==> src/design/lslf_pkg.sv <==
// ---------------------------------------------------------------------------
// lslf_pkg
// Shared types, constants and helpers of the least-squares line fit block.
// ---------------------------------------------------------------------------
package lslf_pkg;

   // Point store and field sizes
   localparam int MAX_POINTS   = 64;
   localparam int SAMPLE_WIDTH = 24;
   localparam int SUM_WIDTH    = 31;
   localparam int PROD_WIDTH   = 53;
   localparam int COUNT_WIDTH  = 7;
   localparam int SIGMA_WIDTH  = 24;
   localparam int OUT_WIDTH    = 48;
   localparam int SU_WIDTH     = 32;

   localparam logic [SIGMA_WIDTH-1:0] SIGMA_RESET = 24'd6554;

   // Shared arithmetic unit sizes
   localparam int WIDE_WIDTH   = 80;
   localparam int OPND_WIDTH   = 64;
   localparam int CNT_WIDTH    = 7;
   localparam int DIV_STEPS    = WIDE_WIDTH;
   localparam int SQRT_STEPS   = 32;

   typedef enum logic [1:0] {
      ALU_MUL,
      ALU_DIV,
      ALU_SQRT
   } alu_op_type;

   typedef struct packed {
      logic                  start;
      alu_op_type            op;
      logic                  neg;
      logic [WIDE_WIDTH-1:0] a;
      logic [OPND_WIDTH-1:0] b;
   } alu_req_type;

   typedef struct packed {
      logic                  done;
      logic [WIDE_WIDTH-1:0] result;
   } alu_rsp_type;

   // Clamp a sign/magnitude quotient into the signed 48-bit range
   function automatic logic [OUT_WIDTH-1:0] sat48(input logic [WIDE_WIDTH-1:0] q,
                                                  input logic neg);
      logic [WIDE_WIDTH-1:0] lim;
      logic [OUT_WIDTH-1:0]  m;
      lim = neg ? (WIDE_WIDTH'(1) << (OUT_WIDTH - 1))
                : ((WIDE_WIDTH'(1) << (OUT_WIDTH - 1)) - WIDE_WIDTH'(1));
      m   = (q > lim) ? lim[OUT_WIDTH-1:0] : q[OUT_WIDTH-1:0];
      return neg ? (~m + OUT_WIDTH'(1)) : m;
   endfunction

endpackage

==> src/design/lslf_alu.sv <==
// ---------------------------------------------------------------------------
// lslf_alu
// Shared iterative unit: shift-add multiply, restoring divide, bitwise root.
// ---------------------------------------------------------------------------
module lslf_alu (
   input  logic                 clock,
   input  logic                 reset,
   input  lslf_pkg::alu_req_type req,
   output lslf_pkg::alu_rsp_type rsp
);
   import lslf_pkg::*;

   localparam logic [OPND_WIDTH-1:0] SQRT_BIT0 = OPND_WIDTH'(1) << (OPND_WIDTH - 2);

   logic                  busy_ff;
   logic                  done_ff;
   alu_op_type            op_ff;
   logic                  neg_ff;
   logic [WIDE_WIDTH-1:0] acc_ff;
   logic [WIDE_WIDTH-1:0] sh_ff;
   logic [OPND_WIDTH-1:0] aux_ff;
   logic [CNT_WIDTH-1:0]  cnt_ff;
   logic [WIDE_WIDTH-1:0] result_ff;

   logic [WIDE_WIDTH-1:0] mul_sum;
   logic [OPND_WIDTH:0]   div_rem;
   logic [OPND_WIDTH:0]   div_diff;
   logic                  div_ge;
   logic [OPND_WIDTH:0]   sq_trial;
   logic                  sq_ge;
   logic [OPND_WIDTH-1:0] sq_root_in;

   // One step of each operation
   always_comb begin
      mul_sum    = acc_ff + sh_ff;
      div_rem    = {acc_ff[OPND_WIDTH-1:0], sh_ff[WIDE_WIDTH-1]};
      div_diff   = div_rem - {1'b0, aux_ff};
      div_ge     = (div_rem >= {1'b0, aux_ff});
      sq_trial   = {1'b0, sh_ff[OPND_WIDTH-1:0]} + {1'b0, aux_ff};
      sq_ge      = ({1'b0, acc_ff[OPND_WIDTH-1:0]} >= sq_trial);
      sq_root_in = sq_ge ? ((sh_ff[OPND_WIDTH-1:0] >> 1) + aux_ff)
                         : (sh_ff[OPND_WIDTH-1:0] >> 1);
   end

   // Load, iterate, finish
   always_ff @(posedge clock) begin
      if (reset) begin
         busy_ff <= 1'b0;
         done_ff <= 1'b0;
      end else begin
         done_ff <= 1'b0;
         if (!busy_ff && req.start) begin
            busy_ff <= 1'b1;
            op_ff   <= req.op;
            neg_ff  <= req.neg;
            unique case (req.op)
               ALU_MUL: begin
                  acc_ff <= '0;
                  sh_ff  <= req.a;
                  aux_ff <= req.b;
                  cnt_ff <= '0;
               end
               ALU_DIV: begin
                  acc_ff <= '0;
                  sh_ff  <= req.a;
                  aux_ff <= req.b;
                  cnt_ff <= CNT_WIDTH'(DIV_STEPS);
               end
               ALU_SQRT: begin
                  acc_ff <= {{(WIDE_WIDTH-OPND_WIDTH){1'b0}}, req.a[OPND_WIDTH-1:0]};
                  sh_ff  <= '0;
                  aux_ff <= SQRT_BIT0;
                  cnt_ff <= CNT_WIDTH'(SQRT_STEPS);
               end
               default: begin
                  busy_ff <= 1'b0;
               end
            endcase
         end else if (busy_ff) begin
            unique case (op_ff)
               ALU_MUL: begin
                  if (aux_ff == '0) begin
                     result_ff <= neg_ff ? (~acc_ff + WIDE_WIDTH'(1)) : acc_ff;
                     done_ff   <= 1'b1;
                     busy_ff   <= 1'b0;
                  end else begin
                     if (aux_ff[0]) begin
                        acc_ff <= mul_sum;
                     end
                     sh_ff  <= sh_ff << 1;
                     aux_ff <= aux_ff >> 1;
                  end
               end
               ALU_DIV: begin
                  acc_ff <= {{(WIDE_WIDTH-OPND_WIDTH){1'b0}},
                             div_ge ? div_diff[OPND_WIDTH-1:0] : div_rem[OPND_WIDTH-1:0]};
                  sh_ff  <= {sh_ff[WIDE_WIDTH-2:0], div_ge};
                  cnt_ff <= cnt_ff - CNT_WIDTH'(1);
                  if (cnt_ff == CNT_WIDTH'(1)) begin
                     result_ff <= {sh_ff[WIDE_WIDTH-2:0], div_ge};
                     done_ff   <= 1'b1;
                     busy_ff   <= 1'b0;
                  end
               end
               ALU_SQRT: begin
                  if (sq_ge) begin
                     acc_ff <= acc_ff - {{(WIDE_WIDTH-OPND_WIDTH){1'b0}},
                                         sq_trial[OPND_WIDTH-1:0]};
                  end
                  sh_ff  <= {{(WIDE_WIDTH-OPND_WIDTH){1'b0}}, sq_root_in};
                  aux_ff <= aux_ff >> 2;
                  cnt_ff <= cnt_ff - CNT_WIDTH'(1);
                  if (cnt_ff == CNT_WIDTH'(1)) begin
                     result_ff <= {{(WIDE_WIDTH-OPND_WIDTH){1'b0}}, sq_root_in};
                     done_ff   <= 1'b1;
                     busy_ff   <= 1'b0;
                  end
               end
               default: begin
                  busy_ff <= 1'b0;
               end
            endcase
         end
      end
   end

   assign rsp.done   = done_ff;
   assign rsp.result = result_ff;

endmodule

==> src/design/least_squares_line_fit.sv <==
// ---------------------------------------------------------------------------
// least_squares_line_fit
// Accumulates (x, y) points and fits a straight line on the last point.
// ---------------------------------------------------------------------------
//  channel   ports                               handshake
//  request   req_x_sample req_y_sample req_last  start && !busy
//  result    rsp_slope ... rsp_point_count       rsp_valid, one cycle, no stall
//  config    csr_wr_data (sigma)                 csr_wr_en
//
//  A point runs x*y then x*x through the bit-serial multiplier of the shared
//  unit, each shifting through the bit length of the multiplier; a dropped
//  point without last starts no unit operation. A fit adds up to seven
//  multiplies, four 80-step divides and two 32-step roots, all in the one
//  shared unit; degenerate sets skip the slope, intercept and slope error
//  steps.
//  Synchronous active-high reset clears the sums, count and drop flag and
//  restores sigma to its reset value.
//  Results cannot be held off; rsp_valid strobes for one cycle per fit.
// ---------------------------------------------------------------------------
module least_squares_line_fit (
   input  logic                                   clock,
   input  logic                                   reset,
   input  logic                                   start,
   output logic                                   busy,
   input  logic signed [lslf_pkg::SAMPLE_WIDTH-1:0] req_x_sample,
   input  logic signed [lslf_pkg::SAMPLE_WIDTH-1:0] req_y_sample,
   input  logic                                   req_last,
   output logic                                   rsp_valid,
   output logic signed [lslf_pkg::OUT_WIDTH-1:0]  rsp_slope,
   output logic signed [lslf_pkg::OUT_WIDTH-1:0]  rsp_intercept,
   output logic [lslf_pkg::SU_WIDTH-1:0]          rsp_slope_uncertainty,
   output logic [lslf_pkg::SIGMA_WIDTH-1:0]       rsp_intercept_uncertainty,
   output logic                                   rsp_degenerate,
   output logic                                   rsp_overflow,
   output logic [lslf_pkg::COUNT_WIDTH-1:0]       rsp_point_count,
   input  logic                                   csr_wr_en,
   input  logic [lslf_pkg::SIGMA_WIDTH-1:0]       csr_wr_data
);
   import lslf_pkg::*;

   typedef enum logic [1:0] {S_IDLE, S_ISSUE, S_WAIT, S_DONE} state_type;
   typedef enum logic [3:0] {
      ST_XY, ST_XX, ST_NSXY, ST_SXSY, ST_NSXX, ST_SXSX, ST_S2,
      ST_SLOPE, ST_MSX, ST_ICPT, ST_S2N, ST_SUDIV, ST_SUSQRT, ST_IUDIV, ST_IUSQRT
   } step_type;

   state_type                 state_ff;
   step_type                  step_ff;
   logic [SIGMA_WIDTH-1:0]    sigma_ff;
   logic [SUM_WIDTH-1:0]      sum_x_ff, sum_y_ff;
   logic [PROD_WIDTH-1:0]     sum_xy_ff, sum_xx_ff;
   logic [COUNT_WIDTH-1:0]    count_ff;
   logic                      dropped_ff;
   logic [SAMPLE_WIDTH-1:0]   x_ff, y_ff;
   logic                      last_ff;
   logic [OPND_WIDTH-1:0]     part_ff, num_ff, den_ff;
   logic [2*SIGMA_WIDTH-1:0]  s2_ff;
   logic [WIDE_WIDTH-1:0]     tmp_ff;
   logic [OUT_WIDTH-1:0]      m_ff, b_ff;
   logic [SU_WIDTH-1:0]       su_ff;
   logic                      degen_ff;
   logic                      rsp_valid_ff;
   logic [OUT_WIDTH-1:0]      slope_ff, intercept_ff;
   logic [SU_WIDTH-1:0]       slope_unc_ff;
   logic [SIGMA_WIDTH-1:0]    icpt_unc_ff;
   logic                      degenerate_ff, overflow_ff;
   logic [COUNT_WIDTH-1:0]    point_count_ff;

   alu_req_type               alu_req;
   alu_rsp_type               alu_rsp;

   logic [SAMPLE_WIDTH-1:0]   x_mag, y_mag;
   logic [SUM_WIDTH-1:0]      sx_mag, sy_mag;
   logic [PROD_WIDTH-1:0]     sxy_mag;
   logic [OPND_WIDTH-1:0]     num_mag;
   logic [OUT_WIDTH-1:0]      m_mag;
   logic [WIDE_WIDTH-1:0]     diff_mag;
   logic [WIDE_WIDTH-1:0]     sy_scaled;
   logic [WIDE_WIDTH-1:0]     diff_new;
   logic                      den_degen;

   // Magnitudes for the sign/magnitude unit
   always_comb begin
      x_mag     = x_ff[SAMPLE_WIDTH-1] ? (~x_ff + SAMPLE_WIDTH'(1)) : x_ff;
      y_mag     = y_ff[SAMPLE_WIDTH-1] ? (~y_ff + SAMPLE_WIDTH'(1)) : y_ff;
      sx_mag    = sum_x_ff[SUM_WIDTH-1] ? (~sum_x_ff + SUM_WIDTH'(1)) : sum_x_ff;
      sy_mag    = sum_y_ff[SUM_WIDTH-1] ? (~sum_y_ff + SUM_WIDTH'(1)) : sum_y_ff;
      sxy_mag   = sum_xy_ff[PROD_WIDTH-1] ? (~sum_xy_ff + PROD_WIDTH'(1)) : sum_xy_ff;
      num_mag   = num_ff[OPND_WIDTH-1] ? (~num_ff + OPND_WIDTH'(1)) : num_ff;
      m_mag     = m_ff[OUT_WIDTH-1] ? (~m_ff + OUT_WIDTH'(1)) : m_ff;
      diff_mag  = tmp_ff[WIDE_WIDTH-1] ? (~tmp_ff + WIDE_WIDTH'(1)) : tmp_ff;
      sy_scaled = {{(WIDE_WIDTH-SUM_WIDTH-16){sum_y_ff[SUM_WIDTH-1]}}, sum_y_ff, 16'b0};
      diff_new  = sy_scaled - alu_rsp.result;
      den_degen = den_ff[OPND_WIDTH-1] || (den_ff == '0);
   end

   // Operand select for the current step
   always_comb begin
      alu_req.start = (state_ff == S_ISSUE);
      alu_req.op    = ALU_MUL;
      alu_req.neg   = 1'b0;
      alu_req.a     = '0;
      alu_req.b     = '0;
      unique case (step_ff)
         ST_XY: begin
            alu_req.a   = WIDE_WIDTH'(x_mag);
            alu_req.b   = OPND_WIDTH'(y_mag);
            alu_req.neg = x_ff[SAMPLE_WIDTH-1] ^ y_ff[SAMPLE_WIDTH-1];
         end
         ST_XX: begin
            alu_req.a = WIDE_WIDTH'(x_mag);
            alu_req.b = OPND_WIDTH'(x_mag);
         end
         ST_NSXY: begin
            alu_req.a   = WIDE_WIDTH'(sxy_mag);
            alu_req.b   = OPND_WIDTH'(count_ff);
            alu_req.neg = sum_xy_ff[PROD_WIDTH-1];
         end
         ST_SXSY: begin
            alu_req.a   = WIDE_WIDTH'(sx_mag);
            alu_req.b   = OPND_WIDTH'(sy_mag);
            alu_req.neg = sum_x_ff[SUM_WIDTH-1] ^ sum_y_ff[SUM_WIDTH-1];
         end
         ST_NSXX: begin
            alu_req.a = WIDE_WIDTH'(sum_xx_ff);
            alu_req.b = OPND_WIDTH'(count_ff);
         end
         ST_SXSX: begin
            alu_req.a = WIDE_WIDTH'(sx_mag);
            alu_req.b = OPND_WIDTH'(sx_mag);
         end
         ST_S2: begin
            alu_req.a = WIDE_WIDTH'(sigma_ff);
            alu_req.b = OPND_WIDTH'(sigma_ff);
         end
         ST_SLOPE: begin
            alu_req.op = ALU_DIV;
            alu_req.a  = {num_mag, 16'b0};
            alu_req.b  = den_ff;
         end
         ST_MSX: begin
            alu_req.a   = WIDE_WIDTH'(m_mag);
            alu_req.b   = OPND_WIDTH'(sx_mag);
            alu_req.neg = m_ff[OUT_WIDTH-1] ^ sum_x_ff[SUM_WIDTH-1];
         end
         ST_ICPT: begin
            alu_req.op = ALU_DIV;
            alu_req.a  = diff_mag;
            alu_req.b  = OPND_WIDTH'({count_ff, 8'b0});
         end
         ST_S2N: begin
            alu_req.a = WIDE_WIDTH'(s2_ff);
            alu_req.b = OPND_WIDTH'(count_ff);
         end
         ST_SUDIV: begin
            alu_req.op = ALU_DIV;
            alu_req.a  = tmp_ff << 16;
            alu_req.b  = den_ff;
         end
         ST_SUSQRT: begin
            alu_req.op = ALU_SQRT;
            alu_req.a  = tmp_ff;
         end
         ST_IUDIV: begin
            alu_req.op = ALU_DIV;
            alu_req.a  = WIDE_WIDTH'(s2_ff);
            alu_req.b  = (count_ff == '0) ? OPND_WIDTH'(1) : OPND_WIDTH'(count_ff);
         end
         ST_IUSQRT: begin
            alu_req.op = ALU_SQRT;
            alu_req.a  = tmp_ff;
         end
         default: begin
            alu_req.a = '0;
         end
      endcase
   end

   lslf_alu u_alu (
      .clock (clock),
      .reset (reset),
      .req   (alu_req),
      .rsp   (alu_rsp)
   );

   // Sequencer, accumulators and result registers
   always_ff @(posedge clock) begin
      if (reset) begin
         state_ff     <= S_IDLE;
         step_ff      <= ST_XY;
         sigma_ff     <= SIGMA_RESET;
         sum_x_ff     <= '0;
         sum_y_ff     <= '0;
         sum_xy_ff    <= '0;
         sum_xx_ff    <= '0;
         count_ff     <= '0;
         dropped_ff   <= 1'b0;
         rsp_valid_ff <= 1'b0;
      end else begin
         rsp_valid_ff <= 1'b0;
         if (csr_wr_en) begin
            sigma_ff <= csr_wr_data;
         end
         unique case (state_ff)
            S_IDLE: begin
               if (start) begin
                  last_ff <= req_last;
                  x_ff    <= req_x_sample;
                  y_ff    <= req_y_sample;
                  if (count_ff < COUNT_WIDTH'(MAX_POINTS)) begin
                     sum_x_ff <= sum_x_ff + SUM_WIDTH'(req_x_sample);
                     sum_y_ff <= sum_y_ff + SUM_WIDTH'(req_y_sample);
                     count_ff <= count_ff + COUNT_WIDTH'(1);
                     step_ff  <= ST_XY;
                     state_ff <= S_ISSUE;
                  end else begin
                     dropped_ff <= 1'b1;
                     if (req_last) begin
                        step_ff  <= ST_NSXY;
                        state_ff <= S_ISSUE;
                     end
                  end
               end
            end
            S_ISSUE: begin
               state_ff <= S_WAIT;
            end
            S_WAIT: begin
               if (alu_rsp.done) begin
                  state_ff <= S_ISSUE;
                  unique case (step_ff)
                     ST_XY: begin
                        sum_xy_ff <= sum_xy_ff + alu_rsp.result[PROD_WIDTH-1:0];
                        step_ff   <= ST_XX;
                     end
                     ST_XX: begin
                        sum_xx_ff <= sum_xx_ff + alu_rsp.result[PROD_WIDTH-1:0];
                        if (last_ff) begin
                           step_ff <= ST_NSXY;
                        end else begin
                           state_ff <= S_IDLE;
                        end
                     end
                     ST_NSXY: begin
                        part_ff <= alu_rsp.result[OPND_WIDTH-1:0];
                        step_ff <= ST_SXSY;
                     end
                     ST_SXSY: begin
                        num_ff  <= part_ff - alu_rsp.result[OPND_WIDTH-1:0];
                        step_ff <= ST_NSXX;
                     end
                     ST_NSXX: begin
                        part_ff <= alu_rsp.result[OPND_WIDTH-1:0];
                        step_ff <= ST_SXSX;
                     end
                     ST_SXSX: begin
                        den_ff  <= part_ff - alu_rsp.result[OPND_WIDTH-1:0];
                        step_ff <= ST_S2;
                     end
                     ST_S2: begin
                        s2_ff    <= alu_rsp.result[2*SIGMA_WIDTH-1:0];
                        degen_ff <= den_degen;
                        if (den_degen) begin
                           m_ff    <= '0;
                           b_ff    <= '0;
                           su_ff   <= '1;
                           step_ff <= ST_IUDIV;
                        end else begin
                           step_ff <= ST_SLOPE;
                        end
                     end
                     ST_SLOPE: begin
                        m_ff    <= sat48(alu_rsp.result, num_ff[OPND_WIDTH-1]);
                        step_ff <= ST_MSX;
                     end
                     ST_MSX: begin
                        tmp_ff  <= diff_new;
                        step_ff <= ST_ICPT;
                     end
                     ST_ICPT: begin
                        b_ff    <= sat48(alu_rsp.result, tmp_ff[WIDE_WIDTH-1]);
                        step_ff <= ST_S2N;
                     end
                     ST_S2N: begin
                        tmp_ff  <= alu_rsp.result;
                        step_ff <= ST_SUDIV;
                     end
                     ST_SUDIV: begin
                        tmp_ff <= alu_rsp.result;
                        if (alu_rsp.result[WIDE_WIDTH-1:OPND_WIDTH] != '0) begin
                           su_ff   <= '1;
                           step_ff <= ST_IUDIV;
                        end else begin
                           step_ff <= ST_SUSQRT;
                        end
                     end
                     ST_SUSQRT: begin
                        su_ff   <= alu_rsp.result[SU_WIDTH-1:0];
                        step_ff <= ST_IUDIV;
                     end
                     ST_IUDIV: begin
                        tmp_ff  <= alu_rsp.result;
                        step_ff <= ST_IUSQRT;
                     end
                     ST_IUSQRT: begin
                        icpt_unc_ff <= alu_rsp.result[SIGMA_WIDTH-1:0];
                        state_ff    <= S_DONE;
                     end
                     default: begin
                        state_ff <= S_IDLE;
                     end
                  endcase
               end
            end
            S_DONE: begin
               // Present the item and clear the point set
               rsp_valid_ff   <= 1'b1;
               slope_ff       <= m_ff;
               intercept_ff   <= b_ff;
               slope_unc_ff   <= su_ff;
               degenerate_ff  <= degen_ff;
               overflow_ff    <= dropped_ff;
               point_count_ff <= count_ff;
               sum_x_ff       <= '0;
               sum_y_ff       <= '0;
               sum_xy_ff      <= '0;
               sum_xx_ff      <= '0;
               count_ff       <= '0;
               dropped_ff     <= 1'b0;
               state_ff       <= S_IDLE;
            end
            default: begin
               state_ff <= S_IDLE;
            end
         endcase
      end
   end

   assign busy                      = (state_ff != S_IDLE);
   assign rsp_valid                 = rsp_valid_ff;
   assign rsp_slope                 = slope_ff;
   assign rsp_intercept             = intercept_ff;
   assign rsp_slope_uncertainty     = slope_unc_ff;
   assign rsp_intercept_uncertainty = icpt_unc_ff;
   assign rsp_degenerate            = degenerate_ff;
   assign rsp_overflow              = overflow_ff;
   assign rsp_point_count           = point_count_ff;

`ifndef SYNTHESIS
   // A fit never follows in the next cycle
   a_strobe_single: assert property (@(posedge clock) disable iff (reset)
      rsp_valid |=> !rsp_valid) else $error("result strobe longer than one cycle");

   // Degenerate fits carry zero line parameters and saturated slope error
   a_degen_zero: assert property (@(posedge clock) disable iff (reset)
      rsp_valid && rsp_degenerate |->
         rsp_slope == '0 && rsp_intercept == '0 && rsp_slope_uncertainty == '1)
      else $error("degenerate item with nonzero line");

   // Every fit uses at least one point and no more than the store holds
   a_count_range: assert property (@(posedge clock) disable iff (reset)
      rsp_valid |-> rsp_point_count != '0 &&
         rsp_point_count <= COUNT_WIDTH'(MAX_POINTS))
      else $error("point count out of range");
`endif

endmodule
==> config.mk <==
export PLATFORM = sky130hd
export DESIGN_NAME = least_squares_line_fit
export DESIGN_NICKNAME = d
export VERILOG_FILES = /design/src/design/lslf_pkg.sv /design/src/design/lslf_alu.sv /design/src/design/least_squares_line_fit.sv
export SDC_FILE = /design/constraint.sdc
export NUM_CORES = 2
export LEC_CHECK = 0
export BUFFER_PORTS_ARGS = -buffer_cell sky130_fd_sc_hd__buf_2
export CAP_MARGIN = 0
export CORE_UTILIZATION = 35
export CTS_CLUSTER_DIAMETER = 80
export DETAILED_ROUTE_END_ITERATION = 12
export GPL_TIMING_DRIVEN = 0
export SLEW_MARGIN = 0
export SYNTH_ARGS = -nofsm -noshare
export SYNTH_HDL_FRONTEND = slang
export SYNTH_SLANG_ARGS = --single-unit
==> constraint.sdc <==
create_clock -name clock -period 15.3 [get_ports clock]
set_clock_uncertainty 0.1 [all_clocks]
set_input_delay 3.06 -clock clock [delete_from_list [all_inputs] [get_ports clock]]
set_output_delay 3.06 -clock clock [all_outputs]
set_load 0.03 [all_outputs]
==> impl_metrics.toml <==
[clocking]
clockBufferDepth = 3
cts_resized = 0
cts.clk_slew.worst_paths_ps = 70
cts_setup_buffers = 0
cts_buffers = 150
tritoncts = "yes"
insertion_delay_ps = 880
cts_sinks = 1182
h-tree-depth = 4
cts_root_buffer = "clkbuf_16"
holdBufCountCts = 0

[layout]
final_common_cell = "nand2_1"
drive_gt1_share_pct = 6.25
layout_common_cells = "nand2_1 (1,045), edfxtp_1 (973), a21oi_1 (950), o21ai_0 (793), nor2_1 (777)"
syn2layout_area_growth_pct = 12.8
final_area_mm2 = 0.109
fillCellCount = 28200
fin_nets = 12300

[timing]
setup_viol = 0
period_minus_slack_ps = 12260
maxSlewHeadroom_pct = -10.2
worst_slew_pin_slew_ps = 1640
final-max-slew-violation-count = 98
timing.hold.ws_ps = 319
hold_viol = 0
max_freq_ghz = 0.0815
fin_crit_sh_pct = 80.1
rsz0062_at_grt = "false"

[floorplanning]
die_h_um = 527
dieWidth_um = 527
dieArea_mm2 = 0.278
core_mm2 = 0.274
io_pins = 240
rows = 192
start_util_pct = 35.2

[logic_synthesis]
synth_edf_count = 973
avgSynthCellArea_um2 = 8.79
synth_xor_area_share_pct = 9.00
ys_seq_area_share_pct = 34.6
ys.flop_type = "edfxtp_1"
synth_fa_ha_area_share_pct = 9.86
ys_warn_count = 0
synth_top_family_by_area = "compound AO/OA/AOI/OAI gates"
synth_area_mm2 = 0.0965
async_flop_share_pct = 0
syn_nets = 11800
yosys.area_share.simple_pct = 16.3
syn_inst = 11000
synthDistinctLibCells = 95
synthMuxAreaShare_pct = 2.18
synth_seq_cells = 1182
synth-compound-area-share_pct = 24.5

[worst_setup_path]
path_max_fanout = 23
critPathMostFrequentCell = "a21oi_1"
crit_path_end_kind = "flip-flop"
slowest_stage = "clkbuf_1"
slowest_delay_ps = 870
r2r_start = "u_alu.aux_ff[0]$_DFFE_PP_"
cp.arrival_ps = 12720
worstSetupPathType = "flip-flop to flip-flop"
crit_required_ps = 15750
critical_path.startpoint = "u_alu.aux_ff[0]$_DFFE_PP_"
startpoint_type = "flip-flop"

[place]
hpwl_um = 412000
io_buffers = 239
place_congestion = 1.07
dpl_cell_area_mm2 = 0.104

[routing]
viasPerCell = 6.44
drtAntennaViolNets = 0
drt_iter0_markers = 14100
wirelength_um = 512000
wl_per_cell_um = 33.7
drc_errors = 0
firstDrtPassIters = 10
vias = 97700

[grt]
grt.overflow.total = 0
grt_max_degree = 34
grt_pass1_vias = 90200
antenna_found_initial = 50
grt_usage_pct = 35.5
grt_pass1_wl_um = 700000

[power_and_ir_drop]
irDropWorstVdd_mv = 0.0975
p_leak_uw = 0.0414
p_per_area_mw_per_mm2 = 85.8

[outcome]
failed_checks = "capacitance limit, slew limit"
status = "finished, violations left"

[flow_run]
max_cap_viol_count = 14

[min_path]
hold_class = "flip-flop to flip-flop"
min_from = "su_ff[15]$_SDFFCE_PN1P_"
[per-stage QoR]
| step | setup TNS [ps] | setup WS (ps) | utilization [%] | instances | power [µW] |
|---|---|---|---|---|---|
| 6_report | 0 | 3040 | 39.7 | 15200 | 9340 |
| 5_1_grt | 0 | 3150 | 39.7 | 15200 | 9550 |
| 4_1_cts | 0 | 3190 | 39.7 | 15200 | 9260 |
| 3_5_place_dp | 0 | 3220 | 37.8 | 14900 | 5460 |
| 3_3_place_gp | -565890 | -6800 | 37.3 | 14800 | 5460 |
| 2_1_floorplan | 0 | 1240 | - | 11000 | 4810 |
[worst paths after layout]
path                                              end  slack [ps]  cells past startpoint
setup / recovery       u_alu.acc_ff[67]$_SDFFCE_PP0P_        3040                     31
hold reg to reg   rsp_slope_uncertainty[15]$_DFFE_PP_         320                      0
hold / removal    rsp_slope_uncertainty[15]$_DFFE_PP_         320                      0
setup reg to reg       u_alu.acc_ff[67]$_SDFFCE_PP0P_        3040                     31
[cells by family after synthesis]
kind of cell               Yosys count
DFF                               1182
muxes                              207
adders and majority gates          755
and+or+nand+nor                   3293
buffers and inverters              918
xor gates and xnor gates           992
AOI/OAI and AO/OA                 3637
[sequential cells by signal (all words and copies together), names as in the netlist, 31 cells and up]
signal                 cells
u_alu.result_ff           80
su_ff                     32
m_ff                      48
u_alu.acc_ff              80
u_alu.aux_ff              64
rsp_slope_uncertainty     32
b_ff                      48
sum_xx_ff                 53
u_alu.sh_ff               80
tmp_ff                    80
num_ff                    64
sum_y_ff                  31
part_ff                   64
s2_ff                     48
rsp_intercept             48
sum_xy_ff                 53
sum_x_ff                  31
rsp_slope                 48
den_ff                    64
[area by class of cell]
type                       instances  area, µm²  area share, %
clock buffer                     165       3880           3.57
tap                             3589       4490           4.13
clock inverter                   114       1360           1.24
multi-input combinational       8884      59900           55.0
timing repair buffer             310       2280           2.10
inverter                         337       1260           1.16
sequential                      1182      33400           30.7
buffer                           581       2190           2.02
antenna                           24       60.1         0.0552
[worst max-delay path: cells and delay by family, from the launching register on]
| kind | cells | cell delay (ps) |
|---|---|---|
| XOR/XNOR | 1 | 200 |
| AO/OA/AOI/OAI | 18 | 6450 |
| adder cells (fa/ha/maj) | 3 | 1070 |
| buffers and inverters | 7 | 2550 |
| AND/OR/NAND/NOR | 2 | 710 |
| flip-flops | 1 | 770 |
[where the power goes]
group          switching (µW)  internal, µW
clock network            1700          2160
logic                    1150           603
registers                 184          3550
total                    3030          6310
[cells in the mapped netlist (all sizes together) (71+ instances only)]
cell type / n / area share, %
nand4: 181 / 1.2
nor3: 215 / 1.1
o21ai: 816 / 4.2
ha: 746 / 9.7
edfxtp: 973 / 30
clkbuf: 530 / 2.1
dfxtp: 209 / 4.3
o21a: 102 / 0.79
o211ai: 81 / 0.63
a222oi: 78 / 0.81
a22oi: 71 / 0.55
nor2b: 84 / 0.54
nor2: 784 / 3.0
a31oi: 85 / 0.55
nand2b: 105 / 0.68
nand2: 1045 / 4.1
o41ai: 78 / 0.71
nor4: 140 / 0.91
a211oi: 109 / 0.85
or4: 77 / 0.61
o21bai: 91 / 0.71
nand3: 282 / 1.5
xnor2: 511 / 4.6
a21oi: 955 / 5.0
or3: 128 / 0.84
o221ai: 116 / 1.1
o31ai: 155 / 1.2
inv: 328 / 1.3
xor2: 481 / 4.4
o22ai: 116 / 0.75
a21o: 400 / 3.1
mux2i: 184 / 1.9
[routing by layer]
| metal | GRT usage [%] | wire, µm | part of all wire, % |
|---|---|---|---|
| met4 | 23.4 | 40100 | 7.8 |
| met5 | 0 | 132 | 0.026 |
| met2 | 51.9 | 210000 | 41 |
| met1 | 47.0 | 207000 | 40 |
| met3 | 7.33 | 54700 | 11 |
Power figures use the tool's default switching activity.
